## src/hdl/ssrp_pkg.sv

```systemverilog
// ssrp_pkg: shared types, constants and byte pick helper for the string replace unit
// no dependencies; imported by ssrp_cfg, ssrp_seq and stream_string_replace_pad_unit
`default_nettype none

package ssrp_pkg;

    localparam int MAX_PATTERN = 16;
    localparam int PAT_IDX_W   = $clog2(MAX_PATTERN);
    localparam int LEN_W       = PAT_IDX_W + 1;
    localparam int PAT_BITS    = MAX_PATTERN * 8;
    localparam int CFG_DATA_W  = 64;
    localparam int CFG_IDX_W   = 3;

    localparam logic [7:0] SPACE_CHAR = 8'h20;

    localparam logic [CFG_IDX_W-1:0] REG_TARGET_LEN  = 3'd0;
    localparam logic [CFG_IDX_W-1:0] REG_REPLACE_LEN = 3'd1;
    localparam logic [CFG_IDX_W-1:0] REG_TARGET_LO   = 3'd2;
    localparam logic [CFG_IDX_W-1:0] REG_TARGET_HI   = 3'd3;
    localparam logic [CFG_IDX_W-1:0] REG_REPLACE_LO  = 3'd4;
    localparam logic [CFG_IDX_W-1:0] REG_REPLACE_HI  = 3'd5;

    typedef struct packed {
        logic [LEN_W-1:0]    tgt_len;
        logic [LEN_W-1:0]    rep_len;
        logic [PAT_BITS-1:0] tgt;
        logic [PAT_BITS-1:0] rep;
    } t_cfg;

    typedef struct packed {
        logic                 busy;
        logic [PAT_IDX_W-1:0] idx;
        logic [PAT_IDX_W-1:0] last;
    } t_seq_status;

    function automatic logic [7:0] pick_byte(input logic [PAT_BITS-1:0] vec,
                                             input logic [PAT_IDX_W-1:0] idx);
        pick_byte = vec[idx*8 +: 8];
    endfunction

endpackage

`default_nettype wire

```

## src/hdl/ssrp_cfg.sv

```systemverilog
// ssrp_cfg: configuration registers and clamped lengths
// depends on ssrp_pkg
`default_nettype none

module ssrp_cfg
    import ssrp_pkg::*;
(
    input  wire logic                  i_clk,
    input  wire logic                  i_rst_n,
    input  wire logic                  i_cfg_we,
    input  wire logic [CFG_IDX_W-1:0]  i_cfg_idx,
    input  wire logic [CFG_DATA_W-1:0] i_cfg_data,
    output t_cfg                       o_cfg
);

    logic [LEN_W-1:0]      r_tgt_len;
    logic [LEN_W-1:0]      r_rep_len;
    logic [CFG_DATA_W-1:0] r_tgt_lo;
    logic [CFG_DATA_W-1:0] r_tgt_hi;
    logic [CFG_DATA_W-1:0] r_rep_lo;
    logic [CFG_DATA_W-1:0] r_rep_hi;
    logic [LEN_W-1:0]      tl_eff;
    logic [LEN_W-1:0]      rl_eff;

    always_ff @(posedge i_clk) begin
        if (!i_rst_n) begin
            r_tgt_len <= LEN_W'(1);
            r_rep_len <= LEN_W'(1);
            r_tgt_lo  <= '0;
            r_tgt_hi  <= '0;
            r_rep_lo  <= '0;
            r_rep_hi  <= '0;
        end else if (i_cfg_we) begin
            case (i_cfg_idx)
                REG_TARGET_LEN:  r_tgt_len <= i_cfg_data[LEN_W-1:0];
                REG_REPLACE_LEN: r_rep_len <= i_cfg_data[LEN_W-1:0];
                REG_TARGET_LO:   r_tgt_lo  <= i_cfg_data;
                REG_TARGET_HI:   r_tgt_hi  <= i_cfg_data;
                REG_REPLACE_LO:  r_rep_lo  <= i_cfg_data;
                REG_REPLACE_HI:  r_rep_hi  <= i_cfg_data;
                default: ;
            endcase
        end
    end

    always_comb begin
        if (r_tgt_len == '0) begin
            tl_eff = LEN_W'(1);
        end else if (r_tgt_len > LEN_W'(MAX_PATTERN)) begin
            tl_eff = LEN_W'(MAX_PATTERN);
        end else begin
            tl_eff = r_tgt_len;
        end
        if (r_rep_len == '0) begin
            rl_eff = LEN_W'(1);
        end else if (r_rep_len > tl_eff) begin
            rl_eff = tl_eff;
        end else begin
            rl_eff = r_rep_len;
        end
    end

    assign o_cfg.tgt_len = tl_eff;
    assign o_cfg.rep_len = rl_eff;
    assign o_cfg.tgt     = PAT_BITS'({r_tgt_hi, r_tgt_lo});
    assign o_cfg.rep     = PAT_BITS'({r_rep_hi, r_rep_lo});

endmodule

`default_nettype wire

```

## src/hdl/ssrp_seq.sv

```systemverilog
// ssrp_seq: match counter, emit sequencer with byte pickers on one shared index, output register
// depends on ssrp_pkg
`default_nettype none

module ssrp_seq
    import ssrp_pkg::*;
(
    input  wire logic       i_clk,
    input  wire logic       i_rst_n,
    input  wire t_cfg       i_cfg,
    input  wire logic       i_in_valid,
    output logic            o_in_stall,
    input  wire logic [7:0] i_in_byte,
    input  wire logic       i_end_of_stream,
    output logic            o_out_valid,
    input  wire logic       i_out_stall,
    output logic [7:0]      o_out_byte,
    output logic            o_run_last,
    output t_seq_status     o_status
);

    typedef enum logic [1:0] {
        S_IDLE = 2'b01,
        S_EMIT = 2'b10
    } t_state;

    t_state               r_state,  n_state;
    logic [PAT_IDX_W-1:0] r_mcount, n_mcount;
    logic [PAT_IDX_W-1:0] r_idx,    n_idx;
    logic [PAT_IDX_W-1:0] r_last,   n_last;
    logic [LEN_W-1:0]     r_held,   n_held;
    logic                 r_repl,   n_repl;
    logic [7:0]           r_byte,   n_byte;
    logic                 r_ovalid, n_ovalid;
    logic [7:0]           r_obyte,  n_obyte;
    logic                 r_olast,  n_olast;

    logic [PAT_IDX_W-1:0] sel_idx;
    logic [7:0]           tbyte;
    logic [7:0]           rbyte;
    logic [7:0]           emit_byte;
    logic [LEN_W-1:0]     m1;
    logic [LEN_W-1:0]     tl_m1;
    logic                 hit;
    logic                 slot_free;

    // one picker index, from match count while idle, from beat index while emitting
    assign sel_idx   = (r_state == S_IDLE) ? r_mcount : r_idx;
    assign tbyte     = pick_byte(i_cfg.tgt, sel_idx);
    assign rbyte     = pick_byte(i_cfg.rep, sel_idx);
    assign m1        = {1'b0, r_mcount} + LEN_W'(1);
    assign tl_m1     = i_cfg.tgt_len - LEN_W'(1);
    assign hit       = ({1'b0, r_mcount} < i_cfg.tgt_len) && (i_in_byte == tbyte);
    assign slot_free = !r_ovalid || !i_out_stall;

    always_comb begin
        if (r_repl) begin
            emit_byte = ({1'b0, r_idx} < i_cfg.rep_len) ? rbyte : SPACE_CHAR;
        end else begin
            emit_byte = ({1'b0, r_idx} < r_held) ? tbyte : r_byte;
        end
    end

    always_comb begin
        n_state  = r_state;
        n_mcount = r_mcount;
        n_idx    = r_idx;
        n_last   = r_last;
        n_held   = r_held;
        n_repl   = r_repl;
        n_byte   = r_byte;
        n_ovalid = r_ovalid;
        n_obyte  = r_obyte;
        n_olast  = r_olast;
        if (slot_free) begin
            n_ovalid = 1'b0;
        end
        case (r_state)
            S_IDLE: begin
                if (i_in_valid) begin
                    n_idx  = '0;
                    n_byte = i_in_byte;
                    if (hit && (m1 == i_cfg.tgt_len)) begin
                        n_repl   = 1'b1;
                        n_last   = tl_m1[PAT_IDX_W-1:0];
                        n_mcount = '0;
                        n_state  = S_EMIT;
                    end else if (hit && i_end_of_stream) begin
                        n_repl   = 1'b0;
                        n_held   = m1;
                        n_last   = r_mcount;
                        n_mcount = '0;
                        n_state  = S_EMIT;
                    end else if (hit) begin
                        n_mcount = m1[PAT_IDX_W-1:0];
                    end else begin
                        n_repl   = 1'b0;
                        n_held   = {1'b0, r_mcount};
                        n_last   = r_mcount;
                        n_mcount = '0;
                        n_state  = S_EMIT;
                    end
                end
            end
            S_EMIT: begin
                if (slot_free) begin
                    n_ovalid = 1'b1;
                    n_obyte  = emit_byte;
                    n_olast  = (r_idx == r_last);
                    n_idx    = r_idx + PAT_IDX_W'(1);
                    if (r_idx == r_last) begin
                        n_state = S_IDLE;
                    end
                end
            end
            default: begin
                n_state = S_IDLE;
            end
        endcase
    end

    always_ff @(posedge i_clk) begin
        if (!i_rst_n) begin
            r_state  <= S_IDLE;
            r_mcount <= '0;
            r_ovalid <= 1'b0;
        end else begin
            r_state  <= n_state;
            r_mcount <= n_mcount;
            r_ovalid <= n_ovalid;
        end
    end

    always_ff @(posedge i_clk) begin
        r_idx   <= n_idx;
        r_last  <= n_last;
        r_held  <= n_held;
        r_repl  <= n_repl;
        r_byte  <= n_byte;
        r_obyte <= n_obyte;
        r_olast <= n_olast;
    end

    assign o_in_stall    = (r_state != S_IDLE);
    assign o_out_valid   = r_ovalid;
    assign o_out_byte    = r_obyte;
    assign o_run_last    = r_olast;
    assign o_status.busy = (r_state == S_EMIT);
    assign o_status.idx  = r_idx;
    assign o_status.last = r_last;

endmodule

`default_nettype wire

```

## src/hdl/stream_string_replace_pad_unit.sv

```systemverilog
// stream_string_replace_pad_unit: top level of the streaming string replace with space padding
// depends on ssrp_pkg, ssrp_cfg, ssrp_seq
//
//   channel  direction  handshake                 payload
//   in       sink       i_in_valid / o_in_stall    i_in_byte, i_end_of_stream
//   out      source     o_out_valid / i_out_stall  o_out_byte, o_run_last
//   cfg      sink       i_cfg_we                   i_cfg_idx, i_cfg_data
//
// an item that only extends a partial match leaves the sequencer idle; one that emits beats
// stalls the input while the emit sequencer produces one beat per cycle, unless the output
// stalls, through the byte pickers on one shared index. reset is synchronous, active low,
// and clears the match count. a stalled output holds the sequencer; the next item is taken
// while the final beat still waits in the output register.
`default_nettype none

module stream_string_replace_pad_unit
    import ssrp_pkg::*;
(
    input  wire logic                  i_clk,
    input  wire logic                  i_rst_n,
    input  wire logic                  i_cfg_we,
    input  wire logic [CFG_IDX_W-1:0]  i_cfg_idx,
    input  wire logic [CFG_DATA_W-1:0] i_cfg_data,
    input  wire logic                  i_in_valid,
    output logic                       o_in_stall,
    input  wire logic [7:0]            i_in_byte,
    input  wire logic                  i_end_of_stream,
    output logic                       o_out_valid,
    input  wire logic                  i_out_stall,
    output logic [7:0]                 o_out_byte,
    output logic                       o_run_last
);

    t_cfg        cfg;
    t_seq_status seq_st;

    ssrp_cfg u_cfg (
        .i_clk      (i_clk),
        .i_rst_n    (i_rst_n),
        .i_cfg_we   (i_cfg_we),
        .i_cfg_idx  (i_cfg_idx),
        .i_cfg_data (i_cfg_data),
        .o_cfg      (cfg)
    );

    ssrp_seq u_seq (
        .i_clk           (i_clk),
        .i_rst_n         (i_rst_n),
        .i_cfg           (cfg),
        .i_in_valid      (i_in_valid),
        .o_in_stall      (o_in_stall),
        .i_in_byte       (i_in_byte),
        .i_end_of_stream (i_end_of_stream),
        .o_out_valid     (o_out_valid),
        .i_out_stall     (i_out_stall),
        .o_out_byte      (o_out_byte),
        .o_run_last      (o_run_last),
        .o_status        (seq_st)
    );

`ifndef NO_ASSERTIONS
    a_stalled_beat_holds: assert property (@(posedge i_clk) disable iff (!i_rst_n)
        (o_out_valid && i_out_stall) |=>
            (o_out_valid && $stable(o_out_byte) && $stable(o_run_last)))
        else $error("stalled output beat changed or dropped");

    a_done_shows_last: assert property (@(posedge i_clk) disable iff (!i_rst_n)
        $fell(o_in_stall) |-> (o_out_valid && o_run_last))
        else $error("sequencer went idle without loading the final beat");

    a_idx_in_range: assert property (@(posedge i_clk) disable iff (!i_rst_n)
        seq_st.busy |-> (seq_st.idx <= seq_st.last))
        else $error("emit index ran past the last beat");

    a_busy_is_stall: assert property (@(posedge i_clk) disable iff (!i_rst_n)
        seq_st.busy == o_in_stall)
        else $error("input stall does not follow the sequencer");
`endif

endmodule

`default_nettype wire
```

## config.mk

```make
export PLATFORM = sky130hd
export DESIGN_NAME = stream_string_replace_pad_unit
export DESIGN_NICKNAME = d
export VERILOG_FILES = /design/src/hdl/ssrp_pkg.sv /design/src/hdl/ssrp_cfg.sv /design/src/hdl/ssrp_seq.sv /design/src/hdl/stream_string_replace_pad_unit.sv
export SDC_FILE = /design/constraint.sdc
export NUM_CORES = 1
export LEC_CHECK = 0
export BUFFER_PORTS_ARGS = -buffer_cell sky130_fd_sc_hd__buf_2
export CORE_ASPECT_RATIO = 2
export CORE_MARGIN = 2
export CORE_UTILIZATION = 63
export CTS_BUF_LIST = sky130_fd_sc_hd__clkbuf_4 sky130_fd_sc_hd__clkbuf_8
export CTS_CLUSTER_SIZE = 16
export DETAILED_ROUTE_END_ITERATION = 12
export GPL_ROUTABILITY_DRIVEN = 0
export PLACE_DENSITY_LB_ADDON = 0.1
export SLEW_MARGIN = 20
export SYNTH_ARGS = -nofsm -noshare
export SYNTH_HDL_FRONTEND = slang
export SYNTH_HIERARCHICAL = 1
export SYNTH_SLANG_ARGS = --single-unit
```

## constraint.sdc

```tcl
create_clock -name i_clk -period 4.8 [get_ports i_clk]
set_input_delay 0.96 -clock i_clk [delete_from_list [all_inputs] [get_ports i_clk]]
set_output_delay 0.96 -clock i_clk [all_outputs]
set_load 0.02 [all_outputs]
```

# Word-level counts from Yosys, hierarchy flattened
# Index checks and enable logic that the tools add are counted.
# op_classes
n_lt_le_gt_ge,5
muxes,31
div_mod_pow,0
shift,2
bitwise_logic,1
reduce_logical,22
n_eq_ne,17
add_sub_neg,3
n_mul,0
# ops
cell,n
$shiftx 128x8->8,2
$mux 4,9
$mux 5,6
$mux 8,3
$reduce_and 2->1,8
$lt 4x5->1,3
$mux 2,6
$logic_not 5->1,2
$eq 8x8->1,1
$pmux 4 s2,1
$reduce_and 4->1,2
$eq 3x2->1 const B,2
$eq 3x3->1 const B,2
$ne 2x1->1 const B,3
$reduce_and 3->1,2
$add 4x1->5 const B,1
$eq 5x5->1,1
$gt 5x5->1,1
$gt 5x5->1 const B,1
$mux 1,5
$add 4x1->4 const B,1
$eq 4x4->1,1
$ne 2x2->1 const B,2
$ne 4x4->1 const B,1
other kinds (12),15
# totals
n_memories,0
latchBits,0
mem_bits_rw,0
mem_bits_ro,0
elab_cells,97
regBits,304

# Depth between registers and ports, before layout
# Gate-level depths: netlist (run 1).
# logic_depth
ltp_word,10
depth_mapped,17
mapped_depth_nobuf,16

# Modules after synthesis
# Netlist (run 1), hierarchy kept.
# modules_own_cells
mod,instances,seq_area_each_um2,cells_per_inst,area_per_inst_um2
ssrp_cfg,1,5325.1,1191,10098.4
ssrp_seq,1,1071.0,652,4855.9

# Least setup slack after synthesis (run 1)
# No wires, ideal clock.
# synth_timing
path_type,reg-to-reg
start,register u_seq.r_idx[1]
end,register u_seq.r_last[2] (data pin)
required_time_ns,4.540
stages_incl_launch_ff,15
arrival_time_ns,3.216
setup_time_ns,0.260
path_buffers,4
slack_ns,1.323
path_cell_list,edfxtp_1 -> clkbuf_1 -> inv_1 -> mux2i_1 -> buf_2 -> buf_2 -> mux2i_1 -> o22ai_1 -> nor4_1 -> xor2_1 -> nand4_1 -> nor4_4 -> nand2b_1 -> buf_2 -> mux2_4
# synth_via
elab_chain_cells,7
# synth_rtl
element,line,rtl
start: declaration,ssrp_seq.sv:29,"logic [PAT_IDX_W-1:0] r_idx, n_idx;"
start signal: assignment,ssrp_seq.sv:135,r_idx <= n_idx;
$mux 4 (*),ssrp_seq.sv:48,assign sel_idx = (r_state == S_IDLE) ? r_mcount : r_idx;
$shiftx 128x8->8 (*),ssrp_pkg.sv:38,pick_byte = vec[idx*8 +: 8];
$eq 8x8->1 (*),ssrp_seq.sv:53,"assign hit = ({1'b0, r_mcount} < i_cfg.tgt_len) && (i_in_byte == tbyte);"
$logic_and 1x1->1 (*),ssrp_seq.sv:53,
$logic_and 1x1->1,ssrp_seq.sv:88,end else if (hit && i_end_of_stream) begin
$mux 4,ssrp_seq.sv:88,
$mux 4 (*),ssrp_seq.sv:83,if (hit && (m1 == i_cfg.tgt_len)) begin
end signal: assignment,ssrp_seq.sv:136,r_last <= n_last;
end: declaration,ssrp_seq.sv:30,"logic [PAT_IDX_W-1:0] r_last, n_last;"
# Mark *: on every way between the ends. The rest lies on a longest branch, timed or not.
# A chain may end at the register's enable or synchronous reset.

# Worst setup path after layout (run 1)
# layout_timing
start,register u_seq.r_state[1]
end,register u_seq.r_last[3] (data pin)
# layout_via
elab_chain_cells,8
# layout_rtl
element,line,rtl
start: declaration,ssrp_seq.sv:27,"t_state r_state, n_state;"
start signal: assignment,ssrp_seq.sv:128,r_state <= n_state;
$eq 2x1->1 (*),ssrp_seq.sv:48,
$mux 4 (*),ssrp_seq.sv:48,
$shiftx 128x8->8 (*),ssrp_pkg.sv:38,
$eq 8x8->1 (*),ssrp_seq.sv:53,
$logic_and 1x1->1 (*),ssrp_seq.sv:53,
$logic_and 1x1->1,ssrp_seq.sv:88,
$mux 4,ssrp_seq.sv:88,
$mux 4 (*),ssrp_seq.sv:83,
# Marked as above.

==> impl_metrics.env, run 1 <==
export IMPL_syn_instance_count=1843
export IMPL_crit_family="simple AND/OR/NAND/NOR gates"
export IMPL_cp_slowest_cell="nor4_4"
export IMPL_drive_above_1_share_pct=12.8
export IMPL_grt_pass1_wl_um=71800
export IMPL_critPathMaxStageDelay_ns=0.61
export IMPL_yosysUniqueCellTypes=72
export IMPL_place_ws_ns=0.456
export IMPL_finalClockSkew_ns=0.0149
export IMPL_ys_warn_count=6
export IMPL_combPwrFrac_pct=11.3
export IMPL_first_iter_violations=1183
export IMPL_arrival_ns=4.76
export IMPL_tns_ns=0
export IMPL_drt_pass1_iter_count=10
export IMPL_hp_start="u_cfg/r_tgt_lo[9]"
export IMPL_worst_setup_path_type="reg -> reg"
export IMPL_clock_latency_ns=0.58
export IMPL_antenna_cells=0
export IMPL_avgViaCountPerCell=6.20
export IMPL_switching_share_pct=26.1
export IMPL_p_leak_uw=0.00574
export IMPL_path_buf_inv=2
export IMPL_synthArstFlopShare_pct=0
export IMPL_grt_max_degree=193
export IMPL_reg2reg_depth=12
export IMPL_root_buffer="clkbuf_8"
export IMPL_cp_max_fo=52
export IMPL_synth_ff_type="dfxtp_1"
export IMPL_dp_hpwl_um=32500
export IMPL_yosysTopAreaCell="dfxtp_1"
export IMPL_setup_worst_path_start="u_seq/r_state[1]"
export IMPL_yosysSeqAreaShare_pct=42.8
export IMPL_nets=1977
export IMPL_slew_violations=0
export IMPL_fin_area_um2=16500
export IMPL_pwr_share_seq_pct=48.1
export IMPL_timing_hold_violations_final=0
export IMPL_syn_num_nets=1942
export IMPL_finalWorstSetupSlack_ns=0.372
export IMPL_p_sw_uw=1450
export IMPL_final_core_util_pct=70.5
export IMPL_cts_setup_buffers=0
export IMPL_fin_crit_sh_pct=92.2
export IMPL_path_depth=12
export IMPL_vias=13606
export IMPL_fill_cells=1934
export IMPL_worstPathCellList="nor2b_2 -> inv_2 -> mux2i_4 -> buf_12 -> mux2i_1 -> o22ai_1 -> nor4_1 -> xor2_1 -> nand4_1 -> nor4_4 -> nand2b_1 -> mux2_4"
export IMPL_grt_pass1_vias=12896
export IMPL_die_area_um2=25100
export IMPL_clockBufferDepth=3
export IMPL_status="finished with violations"
export IMPL_worst_pin_slew_ns=1.16
export IMPL_p_per_area_nw_per_um2=338
export IMPL_syn_to_final_growth_pct=10.0
export IMPL_tritoncts="built"
export IMPL_hp_class="reg -> reg"
export IMPL_hold_buffers=0
export IMPL_drc=5
export IMPL_antenna_found_initial=1
export IMPL_wl_per_cell_um=21.6
export IMPL_port_buffer_count=91
export IMPL_grt_use_total_pct=36.9
export IMPL_clock_sinks=304
export IMPL_die_h_um=222
export IMPL_cap_violations=0
export IMPL_rsz0062_at_grt="no"
export IMPL_clock_fmax_ghz=0.226
export IMPL_core_area_um2=23300
export IMPL_internal_power_uw=4110
export IMPL_rows=79
export IMPL_synthTopCellsByArea="dfxtp_1, nand2_1, a21boi_0"
export IMPL_placed_cell_area_um2=15500
export IMPL_wl_um=47500
export IMPL_failed_checks="DRC"
export IMPL_finalSetupViolCount=0
export IMPL_numCtsBuffers=43
export IMPL_yosys_area_top_type_share_pct=36.5
export IMPL_critPathCaptureType="flop"
export IMPL_syn_avg_cell_area_um2=8.11
export IMPL_power_frac_clock_pct=40.6
export IMPL_holdPathStages=2
export IMPL_period_minus_slack_ns=4.43
export IMPL_irDropWorstVdd_uv=250
export IMPL_die_x_um=113
export IMPL_critPathRequiredTime_ns=5.13
export IMPL_synth_seq_cells=304
export IMPL_reg2reg_from="u_seq/r_state[1]"
export IMPL_cts_repair_resized=0
export IMPL_grt_ovfl_total=0
export IMPL_start_util_pct=64.1
export IMPL_synth_edf_count=31
export IMPL_ant_nets=0
export IMPL_clkTransAtPathRegs_ns=0.07
export IMPL_netlist_area_um2=15000
export IMPL_htree_levels=2
export IMPL_ios=92
export IMPL_slew_limit_headroom_pct=22.4
export IMPL_power_total_uw=5560
export IMPL_worstSetupStartpointType="flop"
[per-stage QoR]
step	hold slack, ns	cells
3_5_place_dp	0.450	2116
5_1_grt	0.475	2195
3_3_place_gp	0.442	2116
2_1_floorplan	0.432	1843
6_report	0.458	2195
4_1_cts	0.459	2195
[logic make-up (layout without fill, tap and decap cells)]
logic type	Yosys count	after routing	share of synthesized area, %
simple gates	844	844	23.5
compound gates	405	405	19.9
flops	304	304	42.8
fa+ha+maj	18	18	1.51
xor+xnor	23	23	1.35
mux	77	77	5.67
buf+inv	172	241	5.25
[power by group through the flow]
stage               combinational, µW  sequential, µW  clock (µW)
finish                            630            2680        2260
global route                      665            2680        2370
CTS                               614            2680        2270
detailed placement                610            2730           0
global placement                  600            2730           0
floorplan                         390            2710           0
[cells in the final DEF (no fill, tap or decap), drive strengths merged, types with 9 or more instances in the layout]
cell type,synthesis,layout
mux2,10,10
o21ai,10,10
nor2,29,29
dfxtp,273,273
and3,19,19
xnor2,10,10
mux2i,63,63
a311oi,29,29
nor3,13,13
buf,69,129
nor2b,15,15
a21oi,29,29
xor2,13,13
o31ai,10,10
nand3,40,40
clkbuf,71,73
ha,18,18
o22ai,19,19
inv,32,32
edfxtp,31,31
nand2,687,687
a21boi,261,261
a211oi,9,9
[state kept, by name, summed over array words and instances (netlist names), named ones only]
name              count
u_cfg/r_rep_hi       64
u_cfg/r_rep_len       5
u_cfg/r_rep_lo       64
u_cfg/r_tgt_hi       64
u_cfg/r_tgt_len       5
u_cfg/r_tgt_lo       64
u_seq/o_out_byte      8
u_seq/o_run_last      1
u_seq/r_byte          8
u_seq/r_held          5
u_seq/r_idx           4
u_seq/r_last          4
u_seq/r_mcount        4
u_seq/r_repl          1
u_seq/r_state         2
[worst paths after layout]
check,to,slack [ns]
max,u_seq/r_last[3],0.37
min reg2reg,u_cfg/r_tgt_lo[9],0.46
max reg2reg,u_seq/r_last[3],0.37
min,u_cfg/r_tgt_lo[9],0.46
[final cells by class]
class                      count  area (µm²)  area share [%]
sequential                   304        6400            38.9
multi-input combinational   1367        7840            47.7
tap                          283         354            2.15
clock buffer                  72         878            5.34
timing repair buffer         130         782            4.75
inverter                      32         120           0.730
clock inverter                 7        83.8           0.509
[routing by layer]
metal  GRT usage, %  routed length (µm)  share of wire (%)  vias to the layer above
met5              0                  19              0.040                        -
met4           27.3                4000                8.4                        2
met3           5.69                3170                6.7                      227
met2           62.7               23300                 49                      644
met1           41.0               17000                 36                     6436
li1               -                   -                  -                     6297
[cell usage after synthesis, types with 4 or more instances]
library cell and instances:
a21oi_1 29, a21o_1 7, mux4_2 4, edfxtp_1 31, xor2_1 13, mux2_4 4
o31ai_1 10, xnor2_1 10, mux2i_1 63, a211oi_1 9, buf_6 10, nand2_1 687
a311oi_1 29, nand3_1 40, a31oi_1 5, o22ai_1 19, inv_1 31, dfxtp_1 273
nor2_1 27, a21boi_0 226, clkbuf_1 71, o21ai_0 9, nor2b_1 14, nor4_1 5
o211ai_1 5, buf_2 51, nand4_1 5, and3_1 19, ha_1 18, nor3_1 11
o32ai_1 7, buf_1 8, mux2_2 5, nand2b_1 6, a21boi_1 35
[worst reg2reg max path: stages, from the launching register on]
cell	delay, ns
dfxtp_1	0.54
nor2b_2	0.10
inv_2	0.26
mux2i_4	0.37
buf_12	0.30
mux2i_1	0.27
o22ai_1	0.10
nor4_1	0.53
xor2_1	0.19
nand4_1	0.21
nor4_4	0.61
nand2b_1	0.32
mux2_4	0.37
Note: power is estimated with default switching activity, not from simulation.
==> inputs of run 2 (changes only) <==
--- a/config.mk
+++ b/config.mk
@@ -8,7 +8,7 @@
 export BUFFER_PORTS_ARGS = -buffer_cell sky130_fd_sc_hd__buf_2
 export CORE_ASPECT_RATIO = 2
 export CORE_MARGIN = 2
-export CORE_UTILIZATION = 63
+export CORE_UTILIZATION = 24
 export CTS_BUF_LIST = sky130_fd_sc_hd__clkbuf_4 sky130_fd_sc_hd__clkbuf_8
 export CTS_CLUSTER_SIZE = 16
 export DETAILED_ROUTE_END_ITERATION = 12
==> impl_metrics.env, run 2 (synthesis results as in run 1) <==
export IMPL_die_h_um=357
export IMPL_fill_cells=6764
export IMPL_rsz0062_at_grt="no"
export IMPL_dp_cells=2644
export IMPL_cap_violations=0
export IMPL_layout_commonest_cell="nand2_1"
export IMPL_drc=0
export IMPL_core_area_um2=61800
export IMPL_dp_hpwl_um=46600
export IMPL_port_buffer_count=91
export IMPL_nets=2009
export IMPL_cts_repair_resized=0
export IMPL_root_buffer="clkbuf_8"
export IMPL_finalClockSkew_ns=0.0553
export IMPL_arrival_ns=4.69
export IMPL_ios=92
export IMPL_drive_above_1_share_pct=14.4
export IMPL_clkTransAtPathRegs_ns=0.07
export IMPL_rows=129
export IMPL_place_ws_ns=0.541
export IMPL_period_minus_slack_ns=4.34
export IMPL_clock_sinks=304
export IMPL_tns_ns=0
export IMPL_finalSetupViolCount=0
export IMPL_multiInputGateArea_um2=7860
export IMPL_grt_pass1_wl_um=94300
export IMPL_fin_cells=2734
export IMPL_avgViaCountPerCell=4.82
export IMPL_holdWs_ns=0.452
export IMPL_clock_fmax_ghz=0.230
export IMPL_ant_nets=0
export IMPL_p_per_area_nw_per_um2=332
export IMPL_worst_pin_slew_ns=1.02
export IMPL_seqCellArea_um2=6400
export IMPL_tritoncts="built"
export IMPL_htree_levels=2
export IMPL_worstSetupStartpointType="flop"
export IMPL_start_util_pct=24.2
export IMPL_status="complete, no violations"
export IMPL_grt_ovfl_total=0
export IMPL_worst_setup_path_type="reg -> reg"
export IMPL_timing_hold_violations_final=0
export IMPL_fin_crit_sh_pct=90.5
export IMPL_cts_setup_buffers=0
export IMPL_hp_class="reg -> reg"
export IMPL_slew_limit_headroom_pct=31.7
export IMPL_die_x_um=181
export IMPL_syn_to_final_growth_pct=16.3
export IMPL_final_cell_mix="nand2_1, dfxtp_1, a21boi_0"
export IMPL_numCtsBuffers=49
export IMPL_first_iter_violations=819
export IMPL_clock_latency_ns=0.64
export IMPL_critPathCaptureType="flop"
export IMPL_cp_max_fo=45
export IMPL_p_leak_uw=0.00592
export IMPL_vias=13185
export IMPL_critPathRequiredTime_ns=5.15
export IMPL_grt_use_total_pct=20.1
export IMPL_hold_buffers=0
export IMPL_irDropWorstVdd_uv=146
export IMPL_grt_pass1_vias=13404
export IMPL_finalWorstSetupSlack_ns=0.457
export IMPL_wl_per_cell_um=24.1
export IMPL_die_area_um2=64400
export IMPL_grt_max_degree=155
export IMPL_drt_pass1_iter_count=5
export IMPL_clockBufferDepth=3
export IMPL_wl_um=65800
export IMPL_slew_violations=0
export IMPL_antenna_found_initial=2
[run 2: cell type report]
class | instances | share of cell area, %
multi-input cells | 1367 | 45.2
flip-flops and latches | 304 | 36.8
repair buffers | 156 | 5.87
well taps | 786 | 5.66
clock buffers | 74 | 5.39
inverters | 32 | 0.691
clock inverters | 14 | 0.417
diodes | 1 | 0.0144
[run 2: worst paths after layout]
kind / end / start / slack [ns] / cells past startpoint
worst min register to register: u_cfg/r_tgt_lo[12] / u_cfg/r_tgt_lo[12] / 0.45 / 2
worst max register to register: u_seq/r_last[3] / u_seq/r_state[1] / 0.46 / 13
worst min-delay path: u_cfg/r_tgt_lo[12] / u_cfg/r_tgt_lo[12] / 0.45 / 2
worst max-delay path: u_seq/r_last[3] / u_seq/r_state[1] / 0.46 / 13
[run 2: stage by stage]
step	area, µm²	power (µW)	utilization (%)
2_1_floorplan	15000	3100	-
3_5_place_dp	16300	3440	26.4
5_1_grt	17400	6020	28.1
6_report	17400	5780	28.1
4_1_cts	17400	5880	28.1
3_3_place_gp	16300	3440	26.4
[run 2: power by group]
part | total (µW) | internal, µW | switching (µW) | leakage (µW)
sequential | 2680 | 2630 | 50.2 | 0.00251
combinational | 696 | 232 | 464 | 0.00287
clock | 2400 | 1250 | 1150 | 0.000543
[run 2: worst max-delay path: stages, from the launching register on]
cell and delay, ns:
dfxtp_1 0.54, nor2b_2 0.10, inv_2 0.27, mux2i_4 0.31, buf_12 0.28, mux2i_1 0.25, o22ai_1 0.10, nor4_1 0.50
buf_4 0.21, xor2_1 0.16, nand4_1 0.18, nor4_4 0.51, nand2b_1 0.28, mux2_4 0.35
[run 2: metal layers]
layer	up-vias	track usage [%]	wire [µm]
li1	6371	-	-
met1	6423	20.8	24100
met2	280	39.7	36500
met3	111	1.89	1750
met4	0	10.0	3380
met5	-	0	0
==> inputs of run 3 (changes only) <==
--- a/config.mk
+++ b/config.mk
@@ -8,7 +8,7 @@
 export BUFFER_PORTS_ARGS = -buffer_cell sky130_fd_sc_hd__buf_2
 export CORE_ASPECT_RATIO = 2
 export CORE_MARGIN = 2
-export CORE_UTILIZATION = 24
+export CORE_UTILIZATION = 30
 export CTS_BUF_LIST = sky130_fd_sc_hd__clkbuf_4 sky130_fd_sc_hd__clkbuf_8
 export CTS_CLUSTER_SIZE = 16
 export DETAILED_ROUTE_END_ITERATION = 12
==> impl_metrics.env, run 3 (synthesis results as in run 1) <==
export IMPL_rows=115
export IMPL_final_cell_mix="nand2_1, dfxtp_1, a21boi_0"
export IMPL_worstSetupStartpointType="flop"
export IMPL_clock_latency_ns=0.63
export IMPL_htree_levels=2
export IMPL_wl_um=59200
export IMPL_antenna_found_initial=1
export IMPL_crit_family="simple AND/OR/NAND/NOR gates"
export IMPL_clock_sinks=304
export IMPL_p_per_area_nw_per_um2=336
export IMPL_grt_use_total_pct=22.6
export IMPL_die_x_um=162
export IMPL_syn_to_final_growth_pct=14.2
export IMPL_start_util_pct=30.4
export IMPL_ios=92
export IMPL_hold_buffers=0
export IMPL_wl_per_cell_um=23.0
export IMPL_grt_pass1_wl_um=86700
export IMPL_path_buf_inv=3
export IMPL_critPathMaxStageDelay_ns=0.62
export IMPL_rsz0062_at_grt="no"
export IMPL_avgViaCountPerCell=5.10
export IMPL_cts_repair_resized=0
export IMPL_finalClockSkew_ns=0.0378
export IMPL_die_h_um=320
export IMPL_final_core_util_pct=34.7
export IMPL_finalSetupViolCount=0
export IMPL_drt_pass1_iter_count=4
export IMPL_grt_ovfl_total=0
export IMPL_slew_limit_headroom_pct=36.7
export IMPL_critPathCaptureType="flop"
export IMPL_dp_hpwl_um=42100
export IMPL_vias=13085
export IMPL_irDropWorstVdd_uv=191
export IMPL_nets=1995
export IMPL_ant_nets=0
export IMPL_cts_setup_buffers=0
export IMPL_cp_slowest_cell="nor4_4"
export IMPL_root_buffer="clkbuf_8"
export IMPL_fin_crit_sh_pct=90.2
export IMPL_worst_setup_path_type="reg -> reg"
export IMPL_hp_class="reg -> reg"
export IMPL_worstPathCellList="nor2b_2 -> inv_2 -> mux2i_4 -> buf_12 -> buf_4 -> mux2i_1 -> o22ai_1 -> nor4_2 -> xor2_1 -> nand4_1 -> nor4_4 -> nand2b_1 -> mux2_4"
export IMPL_first_iter_violations=801
export IMPL_core_area_um2=49200
export IMPL_slew_violations=0
export IMPL_grt_pass1_vias=13000
export IMPL_critPathRequiredTime_ns=5.18
export IMPL_tritoncts="built"
export IMPL_grt_max_degree=160
export IMPL_clkTransAtPathRegs_ns=0.07
export IMPL_arrival_ns=4.71
export IMPL_port_buffer_count=91
export IMPL_die_area_um2=51800
export IMPL_p_leak_uw=0.00583
export IMPL_place_ws_ns=0.527
export IMPL_timing_hold_violations_final=0
export IMPL_tns_ns=0
export IMPL_drive_above_1_share_pct=13.5
export IMPL_period_minus_slack_ns=4.33
export IMPL_layout_commonest_cell="nand2_1"
export IMPL_cp_max_fo=23
export IMPL_cap_violations=0
export IMPL_status="complete, no violations"
export IMPL_clock_fmax_ghz=0.231
export IMPL_finalWorstSetupSlack_ns=0.471
export IMPL_fill_cells=5315
export IMPL_clockBufferDepth=3
export IMPL_worst_pin_slew_ns=0.949
export IMPL_numCtsBuffers=47
export IMPL_drc=0
run 3: cell types whose count changed in the layout (fill, tap and decap cells not counted), sizes merged:
cell / before / now
buf: 156 / 144
bufinv: 0 / 3
clkbuf: 74 / 68
clkinv: 12 / 4
run 3: metal layers:
metal	global-route usage [%]	wire length, µm
met5	0	0
met2	42.2	31400
met1	24.5	22500
met4	13.1	3530
met3	2.18	1720
run 3: area by class of cell:
type / instances / area [µm²] / area share (%)
clock buffers: 68 / 861 / 5.04
repair buffers: 144 / 917 / 5.37
flip-flops and latches: 304 / 6400 / 37.5
diodes: 1 / 2.50 / 0.0147
multi-input cells: 1367 / 7840 / 45.9
inverters: 32 / 120 / 0.704
clock inverters: 9 / 129 / 0.755
well taps: 643 / 805 / 4.71
run 3: per-stage QoR:
step                      hold WS [ns]  total power (µW)  cell area, µm²  std cells
after floorplan                  0.432              3100           15000       1843
after CTS                        0.457              5820           17000       2566
after global placement           0.441              3400           16100       2489
final                            0.456              5740           17100       2568
after global routing             0.475              5960           17100       2568
after detailed placement         0.447              3400           16100       2489
run 3: worst reg2reg max path: cells and delay by family, from the launching register on:
kind                   cells  cell delay [ns]
multiplexers               3             0.91
buffers and inverters      3             0.73
AND/OR/NAND/NOR            5             1.58
flip-flops                 1             0.56
XOR/XNOR                   1             0.18
AO/OA/AOI/OAI              1             0.11
run 3: final timing paths:
| check | from | end | slack, ns | depth (start not counted) |
|---|---|---|---|---|
| min reg2reg | u_cfg/r_rep_hi[12] | u_cfg/r_rep_hi[12] | 0.46 | 2 |
| max | u_seq/r_state[1] | u_seq/r_last[2] | 0.47 | 13 |
| max reg2reg | u_seq/r_state[1] | u_seq/r_last[2] | 0.47 | 13 |
| min | u_cfg/r_rep_hi[12] | u_cfg/r_rep_hi[12] | 0.46 | 2 |
run 3: power by group:
group / switching (µW) / internal, µW / leakage [µW] / total, µW
clock: 1090 / 1310 / 0.000522 / 2390
combinational: 439 / 225 / 0.00280 / 664
sequential: 50.2 / 2630 / 0.00251 / 2680
